## src/rtl/core/clce_pkg.sv

```systemverilog
`timescale 1ns / 1ps
package clce_pkg;

    localparam int CAPACITY   = 16;
    localparam int ELEM_WIDTH = 32;
    localparam int IDX_W      = (CAPACITY > 1) ? $clog2(CAPACITY) : 1;
    localparam int CNT_W      = $clog2(CAPACITY + 1);

    // Operation codes carried on s_tuser
    localparam logic [1:0] OP_ADD  = 2'd0;
    localparam logic [1:0] OP_REM  = 2'd1;
    localparam logic [1:0] OP_ADV  = 2'd2;
    localparam logic [1:0] OP_DUMP = 2'd3;

    // Result status codes carried on m_tuser
    localparam logic [1:0] ST_OK    = 2'd0;
    localparam logic [1:0] ST_EMPTY = 2'd1;
    localparam logic [1:0] ST_FULL  = 2'd2;

    // Datapath command codes
    localparam logic [3:0] CMD_NONE     = 4'd0;
    localparam logic [3:0] CMD_ACCEPT   = 4'd1;
    localparam logic [3:0] CMD_ADD      = 4'd2;
    localparam logic [3:0] CMD_ADD_LINK = 4'd3;
    localparam logic [3:0] CMD_REM      = 4'd4;
    localparam logic [3:0] CMD_REM_FREE = 4'd5;
    localparam logic [3:0] CMD_ADV      = 4'd6;
    localparam logic [3:0] CMD_ADV_SET  = 4'd7;
    localparam logic [3:0] CMD_DUMP_RD  = 4'd8;
    localparam logic [3:0] CMD_DUMP_OUT = 4'd9;
    localparam logic [3:0] CMD_EMIT     = 4'd10;

    typedef struct packed {
        logic [3:0] code;
        logic [1:0] op;
        logic [1:0] status;
    } clce_cmd_t;

    typedef struct packed {
        logic empty;     // list holds no nodes
        logic full;      // free list exhausted
        logic single;    // node after cursor is the cursor itself
        logic fin;       // current dump beat is the final one
        logic out_free;  // output register can take a beat
    } clce_stat_t;

endpackage

```

## src/rtl/core/clce_ctrl.sv

```systemverilog
`timescale 1ns / 1ps
module clce_ctrl (
    input  logic                   aclk,
    input  logic                   aresetn,
    input  logic                   s_tvalid,
    output logic                   s_tready,
    input  logic [1:0]             s_op,
    input  clce_pkg::clce_stat_t   stat,
    output clce_pkg::clce_cmd_t    cmd
);
    import clce_pkg::*;

    localparam logic [3:0] S_IDLE     = 4'd0;
    localparam logic [3:0] S_ADD      = 4'd1;
    localparam logic [3:0] S_ADD_LINK = 4'd2;
    localparam logic [3:0] S_REM      = 4'd3;
    localparam logic [3:0] S_REM_FREE = 4'd4;
    localparam logic [3:0] S_ADV      = 4'd5;
    localparam logic [3:0] S_ADV_SET  = 4'd6;
    localparam logic [3:0] S_DUMP_RD  = 4'd7;
    localparam logic [3:0] S_DUMP_OUT = 4'd8;
    localparam logic [3:0] S_EMIT     = 4'd9;

    logic [3:0] state_reg, state_next;

    // State register
    always_ff @(posedge aclk) begin
        if (!aresetn) begin
            state_reg <= S_IDLE;
        end else begin
            state_reg <= state_next;
        end
    end

    assign s_tready = (state_reg == S_IDLE);

    // Sequencing and command decode
    always_comb begin
        state_next = state_reg;
        cmd.code   = CMD_NONE;
        cmd.op     = s_op;
        cmd.status = ST_OK;
        case (state_reg)
            S_IDLE: begin
                if (s_tvalid) begin
                    cmd.code = CMD_ACCEPT;
                    case (s_op)
                        OP_ADD: begin
                            if (stat.full) begin
                                cmd.status = ST_FULL;
                                state_next = S_EMIT;
                            end else begin
                                state_next = S_ADD;
                            end
                        end
                        OP_REM: begin
                            if (stat.empty) begin
                                cmd.status = ST_EMPTY;
                                state_next = S_EMIT;
                            end else if (stat.single) begin
                                state_next = S_REM_FREE;
                            end else begin
                                state_next = S_REM;
                            end
                        end
                        OP_ADV: begin
                            if (stat.empty) begin
                                cmd.status = ST_EMPTY;
                                state_next = S_EMIT;
                            end else begin
                                state_next = S_ADV;
                            end
                        end
                        default: begin
                            state_next = stat.empty ? S_EMIT : S_DUMP_RD;
                        end
                    endcase
                end
            end
            S_ADD: begin
                cmd.code   = CMD_ADD;
                state_next = stat.empty ? S_EMIT : S_ADD_LINK;
            end
            S_ADD_LINK: begin
                cmd.code   = CMD_ADD_LINK;
                state_next = S_EMIT;
            end
            S_REM: begin
                cmd.code   = CMD_REM;
                state_next = S_REM_FREE;
            end
            S_REM_FREE: begin
                cmd.code   = CMD_REM_FREE;
                state_next = S_EMIT;
            end
            S_ADV: begin
                cmd.code   = CMD_ADV;
                state_next = S_ADV_SET;
            end
            S_ADV_SET: begin
                cmd.code   = CMD_ADV_SET;
                state_next = S_EMIT;
            end
            S_DUMP_RD: begin
                cmd.code   = CMD_DUMP_RD;
                state_next = S_DUMP_OUT;
            end
            S_DUMP_OUT: begin
                if (stat.out_free) begin
                    cmd.code   = CMD_DUMP_OUT;
                    state_next = stat.fin ? S_IDLE : S_DUMP_RD;
                end
            end
            S_EMIT: begin
                if (stat.out_free) begin
                    cmd.code   = CMD_EMIT;
                    state_next = S_IDLE;
                end
            end
            default: begin
                state_next = S_IDLE;
            end
        endcase
    end

endmodule

```

## src/rtl/core/clce_dpath.sv

```systemverilog
`timescale 1ns / 1ps
module clce_dpath (
    input  logic                              aclk,
    input  logic                              aresetn,
    input  logic [clce_pkg::ELEM_WIDTH-1:0]   s_value,
    input  clce_pkg::clce_cmd_t               cmd,
    output clce_pkg::clce_stat_t              stat,
    output logic                              m_valid,
    input  logic                              m_ready,
    output logic [clce_pkg::ELEM_WIDTH-1:0]   m_front,
    output logic [clce_pkg::ELEM_WIDTH-1:0]   m_back,
    output logic [clce_pkg::ELEM_WIDTH-1:0]   m_item,
    output logic                              m_empty,
    output logic [1:0]                        m_status,
    output logic                              m_last
);
    import clce_pkg::*;

    // Link table: memory plus per-entry valid bits for the reset pattern
    logic [IDX_W-1:0]      link_mem [CAPACITY];
    logic [CAPACITY-1:0]   link_vld_reg;
    logic [IDX_W-1:0]      link_rd_reg;
    logic                  link_we, link_re;
    logic [IDX_W-1:0]      link_wa, link_wd, link_ra;

    // Node store: contents undefined until written
    logic [ELEM_WIDTH-1:0] node_mem [CAPACITY];
    logic [ELEM_WIDTH-1:0] node_rd_reg;
    logic                  node_we, node_re;
    logic [IDX_W-1:0]      node_wa, node_ra;

    // List state
    logic [IDX_W-1:0]      free_head_reg;
    logic [CNT_W-1:0]      free_count_reg;
    logic [IDX_W-1:0]      cur_reg;
    logic [IDX_W-1:0]      front_reg;
    logic                  empty_reg;
    logic [ELEM_WIDTH-1:0] front_word_reg;
    logic [ELEM_WIDTH-1:0] back_word_reg;

    // Per-item working registers
    logic [ELEM_WIDTH-1:0] val_reg;
    logic [1:0]            status_reg;
    logic [IDX_W-1:0]      tmp_reg;
    logic [IDX_W-1:0]      walk_reg;
    logic [CNT_W-1:0]      k_reg;
    logic                  fin_reg;

    // Output register
    logic                  out_valid_reg;
    logic [ELEM_WIDTH-1:0] out_front_reg, out_back_reg, out_item_reg;
    logic                  out_empty_reg, out_last_reg;
    logic [1:0]            out_status_reg;

    logic [CNT_W-1:0]      used_raw, used;
    logic                  out_load;
    logic [IDX_W-1:0]      link_dflt;

    assign used_raw = CNT_W'(CAPACITY) - free_count_reg;
    assign used     = (used_raw == '0) ? CNT_W'(CAPACITY) : used_raw;

    assign stat.empty    = empty_reg;
    assign stat.full     = (free_count_reg == '0);
    assign stat.single   = (front_reg == cur_reg);
    assign stat.fin      = fin_reg;
    assign stat.out_free = !out_valid_reg || m_ready;

    assign out_load = (cmd.code == CMD_EMIT) || (cmd.code == CMD_DUMP_OUT);

    // Memory port control
    always_comb begin
        link_we = 1'b0;
        link_wa = cur_reg;
        link_wd = tmp_reg;
        link_re = 1'b0;
        link_ra = front_reg;
        node_we = 1'b0;
        node_wa = free_head_reg;
        node_re = 1'b0;
        node_ra = link_rd_reg;
        case (cmd.code)
            CMD_ACCEPT: begin
                link_re = (cmd.op == OP_ADD) || (cmd.op == OP_REM) || (cmd.op == OP_ADV);
                link_ra = (cmd.op == OP_ADD) ? free_head_reg : front_reg;
            end
            CMD_ADD: begin
                node_we = 1'b1;
                link_we = 1'b1;
                link_wa = free_head_reg;
                link_wd = empty_reg ? free_head_reg : front_reg;
            end
            CMD_ADD_LINK: begin
                link_we = 1'b1;
                link_wa = cur_reg;
                link_wd = tmp_reg;
            end
            CMD_REM: begin
                link_we = 1'b1;
                link_wa = cur_reg;
                link_wd = link_rd_reg;
                node_re = 1'b1;
                node_ra = link_rd_reg;
            end
            CMD_REM_FREE: begin
                link_we = 1'b1;
                link_wa = front_reg;
                link_wd = free_head_reg;
            end
            CMD_ADV: begin
                node_re = 1'b1;
                node_ra = link_rd_reg;
            end
            CMD_DUMP_RD: begin
                link_re = 1'b1;
                link_ra = walk_reg;
                node_re = 1'b1;
                node_ra = walk_reg;
            end
            default: begin
            end
        endcase
    end

    // Reset pattern of the link table: entry i points at i + 1, wrapping
    assign link_dflt = (link_ra == IDX_W'(CAPACITY - 1)) ? '0 : link_ra + 1'b1;

    always_ff @(posedge aclk) begin
        if (link_we) begin
            link_mem[link_wa] <= link_wd;
        end
        if (link_re) begin
            link_rd_reg <= link_vld_reg[link_ra] ? link_mem[link_ra] : link_dflt;
        end
    end

    always_ff @(posedge aclk) begin
        if (!aresetn) begin
            link_vld_reg <= '0;
        end else if (link_we) begin
            link_vld_reg[link_wa] <= 1'b1;
        end
    end

    always_ff @(posedge aclk) begin
        if (node_we) begin
            node_mem[node_wa] <= val_reg;
        end
        if (node_re) begin
            node_rd_reg <= node_mem[node_ra];
        end
    end

    // List state updates
    always_ff @(posedge aclk) begin
        if (!aresetn) begin
            free_head_reg  <= '0;
            free_count_reg <= CNT_W'(CAPACITY);
            cur_reg        <= '0;
            front_reg      <= '0;
            empty_reg      <= 1'b1;
        end else begin
            case (cmd.code)
                CMD_ADD: begin
                    free_head_reg  <= link_rd_reg;
                    free_count_reg <= free_count_reg - 1'b1;
                    front_reg      <= free_head_reg;
                    if (empty_reg) begin
                        cur_reg   <= free_head_reg;
                        empty_reg <= 1'b0;
                    end
                end
                CMD_REM_FREE: begin
                    free_head_reg <= front_reg;
                    if (free_count_reg < CNT_W'(CAPACITY)) begin
                        free_count_reg <= free_count_reg + 1'b1;
                    end
                    if (front_reg == cur_reg) begin
                        empty_reg <= 1'b1;
                    end else begin
                        front_reg <= tmp_reg;
                    end
                end
                CMD_ADV: begin
                    cur_reg <= front_reg;
                end
                CMD_ADV_SET: begin
                    front_reg <= tmp_reg;
                end
                default: begin
                end
            endcase
        end
    end

    // Cached words and per-item working registers
    always_ff @(posedge aclk) begin
        case (cmd.code)
            CMD_ACCEPT: begin
                val_reg    <= s_value;
                status_reg <= cmd.status;
                walk_reg   <= front_reg;
                k_reg      <= '0;
            end
            CMD_ADD: begin
                tmp_reg        <= free_head_reg;
                front_word_reg <= val_reg;
                if (empty_reg) begin
                    back_word_reg <= val_reg;
                end
            end
            CMD_REM: begin
                tmp_reg <= link_rd_reg;
            end
            CMD_REM_FREE: begin
                front_word_reg <= node_rd_reg;
            end
            CMD_ADV: begin
                tmp_reg       <= link_rd_reg;
                back_word_reg <= front_word_reg;
            end
            CMD_ADV_SET: begin
                front_word_reg <= node_rd_reg;
            end
            CMD_DUMP_RD: begin
                fin_reg <= (walk_reg == cur_reg) || ((k_reg + 1'b1) == used);
            end
            CMD_DUMP_OUT: begin
                walk_reg <= link_rd_reg;
                k_reg    <= k_reg + 1'b1;
            end
            default: begin
            end
        endcase
    end

    // Output register: valid bit
    always_ff @(posedge aclk) begin
        if (!aresetn) begin
            out_valid_reg <= 1'b0;
        end else if (out_load) begin
            out_valid_reg <= 1'b1;
        end else if (m_ready) begin
            out_valid_reg <= 1'b0;
        end
    end

    // Output register: payload
    always_ff @(posedge aclk) begin
        if (out_load) begin
            out_front_reg  <= empty_reg ? '0 : front_word_reg;
            out_back_reg   <= empty_reg ? '0 : back_word_reg;
            out_empty_reg  <= empty_reg;
            if (cmd.code == CMD_DUMP_OUT) begin
                out_item_reg   <= node_rd_reg;
                out_status_reg <= ST_OK;
                out_last_reg   <= fin_reg;
            end else begin
                out_item_reg   <= '0;
                out_status_reg <= status_reg;
                out_last_reg   <= 1'b1;
            end
        end
    end

    assign m_valid  = out_valid_reg;
    assign m_front  = out_front_reg;
    assign m_back   = out_back_reg;
    assign m_item   = out_item_reg;
    assign m_empty  = out_empty_reg;
    assign m_status = out_status_reg;
    assign m_last   = out_last_reg;

endmodule

```

## src/rtl/core/circular_list_cursor_engine.sv

```systemverilog
`timescale 1ns / 1ps
// Circular list with a cursor over a 16-entry node store. Each input beat is
// one operation (s_tuser: 0 add after cursor, 1 remove after cursor,
// 2 advance, 3 dump); each result beat reports the front word, the back word,
// the dumped word and an empty flag, with status on m_tuser (0 ok, 1 ignored
// on empty list, 2 add dropped on full store) and m_tlast on the final beat of
// an operation. One operation is worked at a time, and the next is accepted
// once its last result is in the output register. Add writes the node, then
// links it after the cursor (not for the first node); remove unlinks the node
// after the cursor (not for the only node), then frees it; advance moves the
// cursor, then loads the new front. A flagged operation or a dump of an empty
// list goes straight to its result; a dump reads, then outputs, each node.
// Dependent writes and node reads wait on the registered link table read.
module circular_list_cursor_engine (
    input  logic         aclk,
    input  logic         aresetn,
    input  logic         s_tvalid,
    output logic         s_tready,
    input  logic [31:0]  s_tdata,   // value
    input  logic [1:0]   s_tuser,   // op
    output logic         m_tvalid,
    input  logic         m_tready,
    output logic [103:0] m_tdata,   // front_value, back_value, item_value, is_empty, zero fill
    output logic [1:0]   m_tuser,   // status
    output logic         m_tlast
);
    import clce_pkg::*;

    clce_cmd_t             cmd;
    clce_stat_t            stat;
    logic [ELEM_WIDTH-1:0] front_w, back_w, item_w;
    logic                  empty_w;

    clce_ctrl u_ctrl (
        .aclk     (aclk),
        .aresetn  (aresetn),
        .s_tvalid (s_tvalid),
        .s_tready (s_tready),
        .s_op     (s_tuser),
        .stat     (stat),
        .cmd      (cmd)
    );

    clce_dpath u_dpath (
        .aclk     (aclk),
        .aresetn  (aresetn),
        .s_value  (s_tdata),
        .cmd      (cmd),
        .stat     (stat),
        .m_valid  (m_tvalid),
        .m_ready  (m_tready),
        .m_front  (front_w),
        .m_back   (back_w),
        .m_item   (item_w),
        .m_empty  (empty_w),
        .m_status (m_tuser),
        .m_last   (m_tlast)
    );

    assign m_tdata = {7'd0, empty_w, item_w, back_w, front_w};

endmodule
```

## config.mk

```make
export PLATFORM = sky130hd
export DESIGN_NAME = circular_list_cursor_engine
export DESIGN_NICKNAME = d
export VERILOG_FILES = /design/src/rtl/core/clce_pkg.sv /design/src/rtl/core/clce_ctrl.sv /design/src/rtl/core/clce_dpath.sv /design/src/rtl/core/circular_list_cursor_engine.sv
export SDC_FILE = /design/constraint.sdc
export NUM_CORES = 1
export LEC_CHECK = 0
export BUFFER_PORTS_ARGS = -buffer_cell sky130_fd_sc_hd__buf_2
export CELL_PAD_IN_SITES_DETAIL_PLACEMENT = 2
export CELL_PAD_IN_SITES_GLOBAL_PLACEMENT = 2
export CORE_MARGIN = 2
export CORE_UTILIZATION = 45
export CTS_CLUSTER_DIAMETER = 50
export CTS_CLUSTER_SIZE = 10
export DETAILED_ROUTE_END_ITERATION = 8
export PLACE_DENSITY = 0.8
export RECOVER_POWER = 25
export REMOVE_ABC_BUFFERS = 1
export SETUP_SLACK_MARGIN = 0.4
export SKIP_LAST_GASP = 1
export SYNTH_ARGS = -nofsm -noshare
export SYNTH_HDL_FRONTEND = slang
export SYNTH_SLANG_ARGS = --single-unit
export TNS_END_PERCENT = 100
```

## constraint.sdc

```tcl
create_clock -name aclk -period 6.8 [get_ports aclk]
set_clock_uncertainty 0.05 [all_clocks]
set_input_delay 1.36 -clock aclk [delete_from_list [all_inputs] [get_ports aclk]]
set_output_delay 1.36 -clock aclk [all_outputs]
set_load 0.005 [all_outputs]
```

==> results summary <==
The met2 demand-to-capacity share in global routing came out at 51.6%. Of all flip-flops after synthesis, the portion carrying an async set or reset was 0%. The clock latency on the worst-skew pair is 0.67 ns. In this run, synthesis inferred 824 flip-flops with an integrated enable. The netlist uses 59 different library cells. Entering global routing, the biggest net connects 165 pins. The net count of the finished layout came out at 2547. The sort of element at the end of the critical path is a flop. The number of setup buffers added after CTS came out at 0. The post-layout instance count excluding filler cells is 3589. Along the worst path, the maximum fanout reaches 43. The global-route met1 utilization is 35.6%. The number of vias in the routed layout is 21900. The clock period minus worst slack came out at 5.13 ns. After detailed placement, the total cell area comes to 36600 um2. The post-cts sizing count is 0. The sum of overflow across all layers after global routing is 0. The smallest setup slack after layout came out at 1.67 ns.

The number of buffers added by the clock tree synthesis step is 104. The sequential element share of the synthesized area is 73.7%. Fill cells in the final layout number 6987.

The clock transition at the register clock pins on the worst setup and hold paths after CTS is 0.06 ns. met2 is the most crowded layer. The CTS tree is built.

The initial DRC count came out at 1982. In the final layout, the share of cells above drive strength 1 is 16.4%. STA classifies the critical path startpoint as a flop. The final layout contains routed wiring with a total length of 116000 um. The number of flip-flops under the largest register name is 512. The largest registers in the layout are u_dpath.node_mem x512, u_dpath.link_mem x64. The detailed-route wire length per cell is 32.3 um. The worst slack after detailed placement came out at 1.63 ns. The global routing met3 resource utilization is 4.32%. The final estimated routing congestion in global placement is 0.838. The post-detailed-placement half-perimeter wirelength came out at 65800 um. The cell at the root of the clock tree is sky130_fd_sc_hd__clkbuf_16.

The count of hold buffers inserted by post-cts repair came out at 0. The number of top-level pins came out at 147. The required time of the critical path came out at 7.17 ns.

The clock passes through at most 3 buffers. The per-instance average area after synthesis is 14.7 um2. The maximum clock frequency is 0.195 GHz. The all-layer global routing usage is 29.2%.

The run finished with clean final reports. After synthesis the cells add up to 34600 um2. Counting tap cells, the placed design contains a total of 3420 instances. At the worst endpoint, the arrival time is 5.51 ns. The area share of the largest cell type after synthesis came out at 71.4%. The post-route antenna net violation count came out at 0. The count of input and output buffers is 139.

The worst relative slew slack is 7.79%. The total of warnings raised by yosys came out at 0. The peak supply drop came out at 403 uV. The number of global-route vias before repair came out at 24300. For the pin with the worst max-slew slack, the measured transition is 1.38 ns. The analysis attributes to cell leakage a power of 13.1 nW. The number of antenna violations at the first check in global routing is 1. The region available for standard cell placement spans 76100 um2. On the final layout, the worst hold slack is 0.424 ns.

The starting density of the core came out at 45.5%. The number of hold-slack violations in the final timing report came out at 0. Measured along the y axis, the die boundary spans 281 um. The post-synthesis cell count came out at 2361. The row count is 101. In the routed design, unresolved DRC markers number 0. The area growth from synthesis to layout came out at 14.3%. The final clock period utilization by the worst path is 75.5%.

Across the run, the number of max-cap violations was 0. The total power per unit cell area is 436 nW/um2. The iteration count of the initial detailed-routing pass is 7. After routing the design area is 39600 um2. The register bit total from synthesis came out at 863.

Yosys attributes the largest share of cell area to sky130_fd_sc_hd__edfxtp_1, sky130_fd_sc_hd__a211oi_1, sky130_fd_sc_hd__nand2_1. The final count of pins violating max slew came out at 0. Setup repair after global routing left no endpoint under its margin. The floorplan step defined a die boundary enclosing 79200 um2. Counting flops per register, the top entry is u_dpath.node_mem. sky130_fd_sc_hd__edfxtp_1 takes more of the synthesized area than any other cell.

The overall die width came out at 281 um. The clock tree synthesis step divided the H-tree into 3 levels. The routed via count divided by cell count came out at 6.09. The count of endpoints failing setup in the final report is 0.

In the layout the commonest cells are sky130_fd_sc_hd__edfxtp_1, sky130_fd_sc_hd__nand2_1, sky130_fd_sc_hd__a211oi_1, sky130_fd_sc_hd__and2_1, sky130_fd_sc_hd__buf_2. The setup path with the least slack is of type flop to flop. The wire length of the first global-routing pass is 168000 um.

The clock net in this run drives a total of 863 sinks. In this run the worst hold path is classified as flop to flop. Among all flip-flop cells after synthesis, the most frequent one is sky130_fd_sc_hd__edfxtp_1. The most common library cell in the layout ignoring fill and taps is sky130_fd_sc_hd__edfxtp_1.
## kinds of logic after synthesis
kind of cell,synth area share (%)
fa+ha+maj,0.491
flops,73.7
simple gates,9.95
compound gates,10.2
xor+xnor,0.531
other cells,0.0108
buf+inv,2.08
mux,3.04
## worst paths after layout
path | startpoint | endpoint | slack [ns] | cells after the start
setup / recovery | u_ctrl.state_reg[2] | u_dpath.link_rd_reg[0] | 1.67 | 12
hold / removal | u_dpath.link_vld_reg[8] | u_dpath.link_vld_reg[8] | 0.42 | 1
setup reg to reg | u_ctrl.state_reg[2] | u_dpath.link_rd_reg[0] | 1.67 | 12
hold reg to reg | u_dpath.link_vld_reg[8] | u_dpath.link_vld_reg[8] | 0.42 | 1
## critical path: stages, from the launching register on
cell	delay, ns
sky130_fd_sc_hd__dfxtp_1	0.83
sky130_fd_sc_hd__nor2b_2	0.41
sky130_fd_sc_hd__nand3_2	0.37
sky130_fd_sc_hd__inv_2	0.29
sky130_fd_sc_hd__a31oi_4	0.09
sky130_fd_sc_hd__a221oi_4	0.32
sky130_fd_sc_hd__buf_4	0.42
sky130_fd_sc_hd__inv_2	0.45
sky130_fd_sc_hd__and2_1	0.32
sky130_fd_sc_hd__a211oi_1	0.23
sky130_fd_sc_hd__a31oi_1	0.14
sky130_fd_sc_hd__a221oi_4	0.53
sky130_fd_sc_hd__mux2_2	0.39
## cells in the mapped netlist (all sizes together), types with 5 or more instances
cell type / number
a221o: 8
mux2i: 21
a311oi: 64
o211a: 8
nand2b: 13
nor2b: 73
nor3: 12
ha: 12
o21ai: 18
a211oi: 176
and3: 10
nand3: 6
dfxtp: 39
o21a: 18
mux2: 75
clkbuf: 136
a21oi: 78
inv: 10
edfxtp: 824
a21o: 6
xnor2: 13
o32ai: 5
buf: 25
a31oi: 77
xor2: 8
nor2: 54
a221oi: 9
nand2: 344
and2: 186
## layout make-up
cell class | count | area, um2 | area share, %
Clock inverter | 24 | 224 | 0.566
Tap cell | 1030 | 1290 | 3.26
Timing Repair Buffer | 184 | 1060 | 2.67
Multi-Input combinational cell | 1333 | 8640 | 21.8
Inverter | 10 | 37.5 | 0.0948
Antenna cell | 2 | 5.00 | 0.0126
Clock buffer | 143 | 2820 | 7.12
Sequential cell | 863 | 25500 | 64.5
## where the power goes
part	total, mW	switching, mW	internal (mW)
registers	7.41	0.605	6.81
clock network	5.15	2.20	2.94
logic	4.71	3.27	1.44
## metal layers
metal,vias up,part of all wire [%]
met3,286,5.0
met1,11600,39
met2,817,51
met5,-,0
li1,9217,-
met4,0,4.4
## through the flow
step	util, %	setup TNS [ns]	total power, mW
2_1_floorplan	-	-160.27	10.4
6_report	52.0	0	17.3
5_1_grt	52.0	0	17.9
4_1_cts	52.1	0	17.3
3_3_place_gp	48.1	0	11.5
3_5_place_dp	48.1	0	12.0
Power figures use the tool's default switching activity.
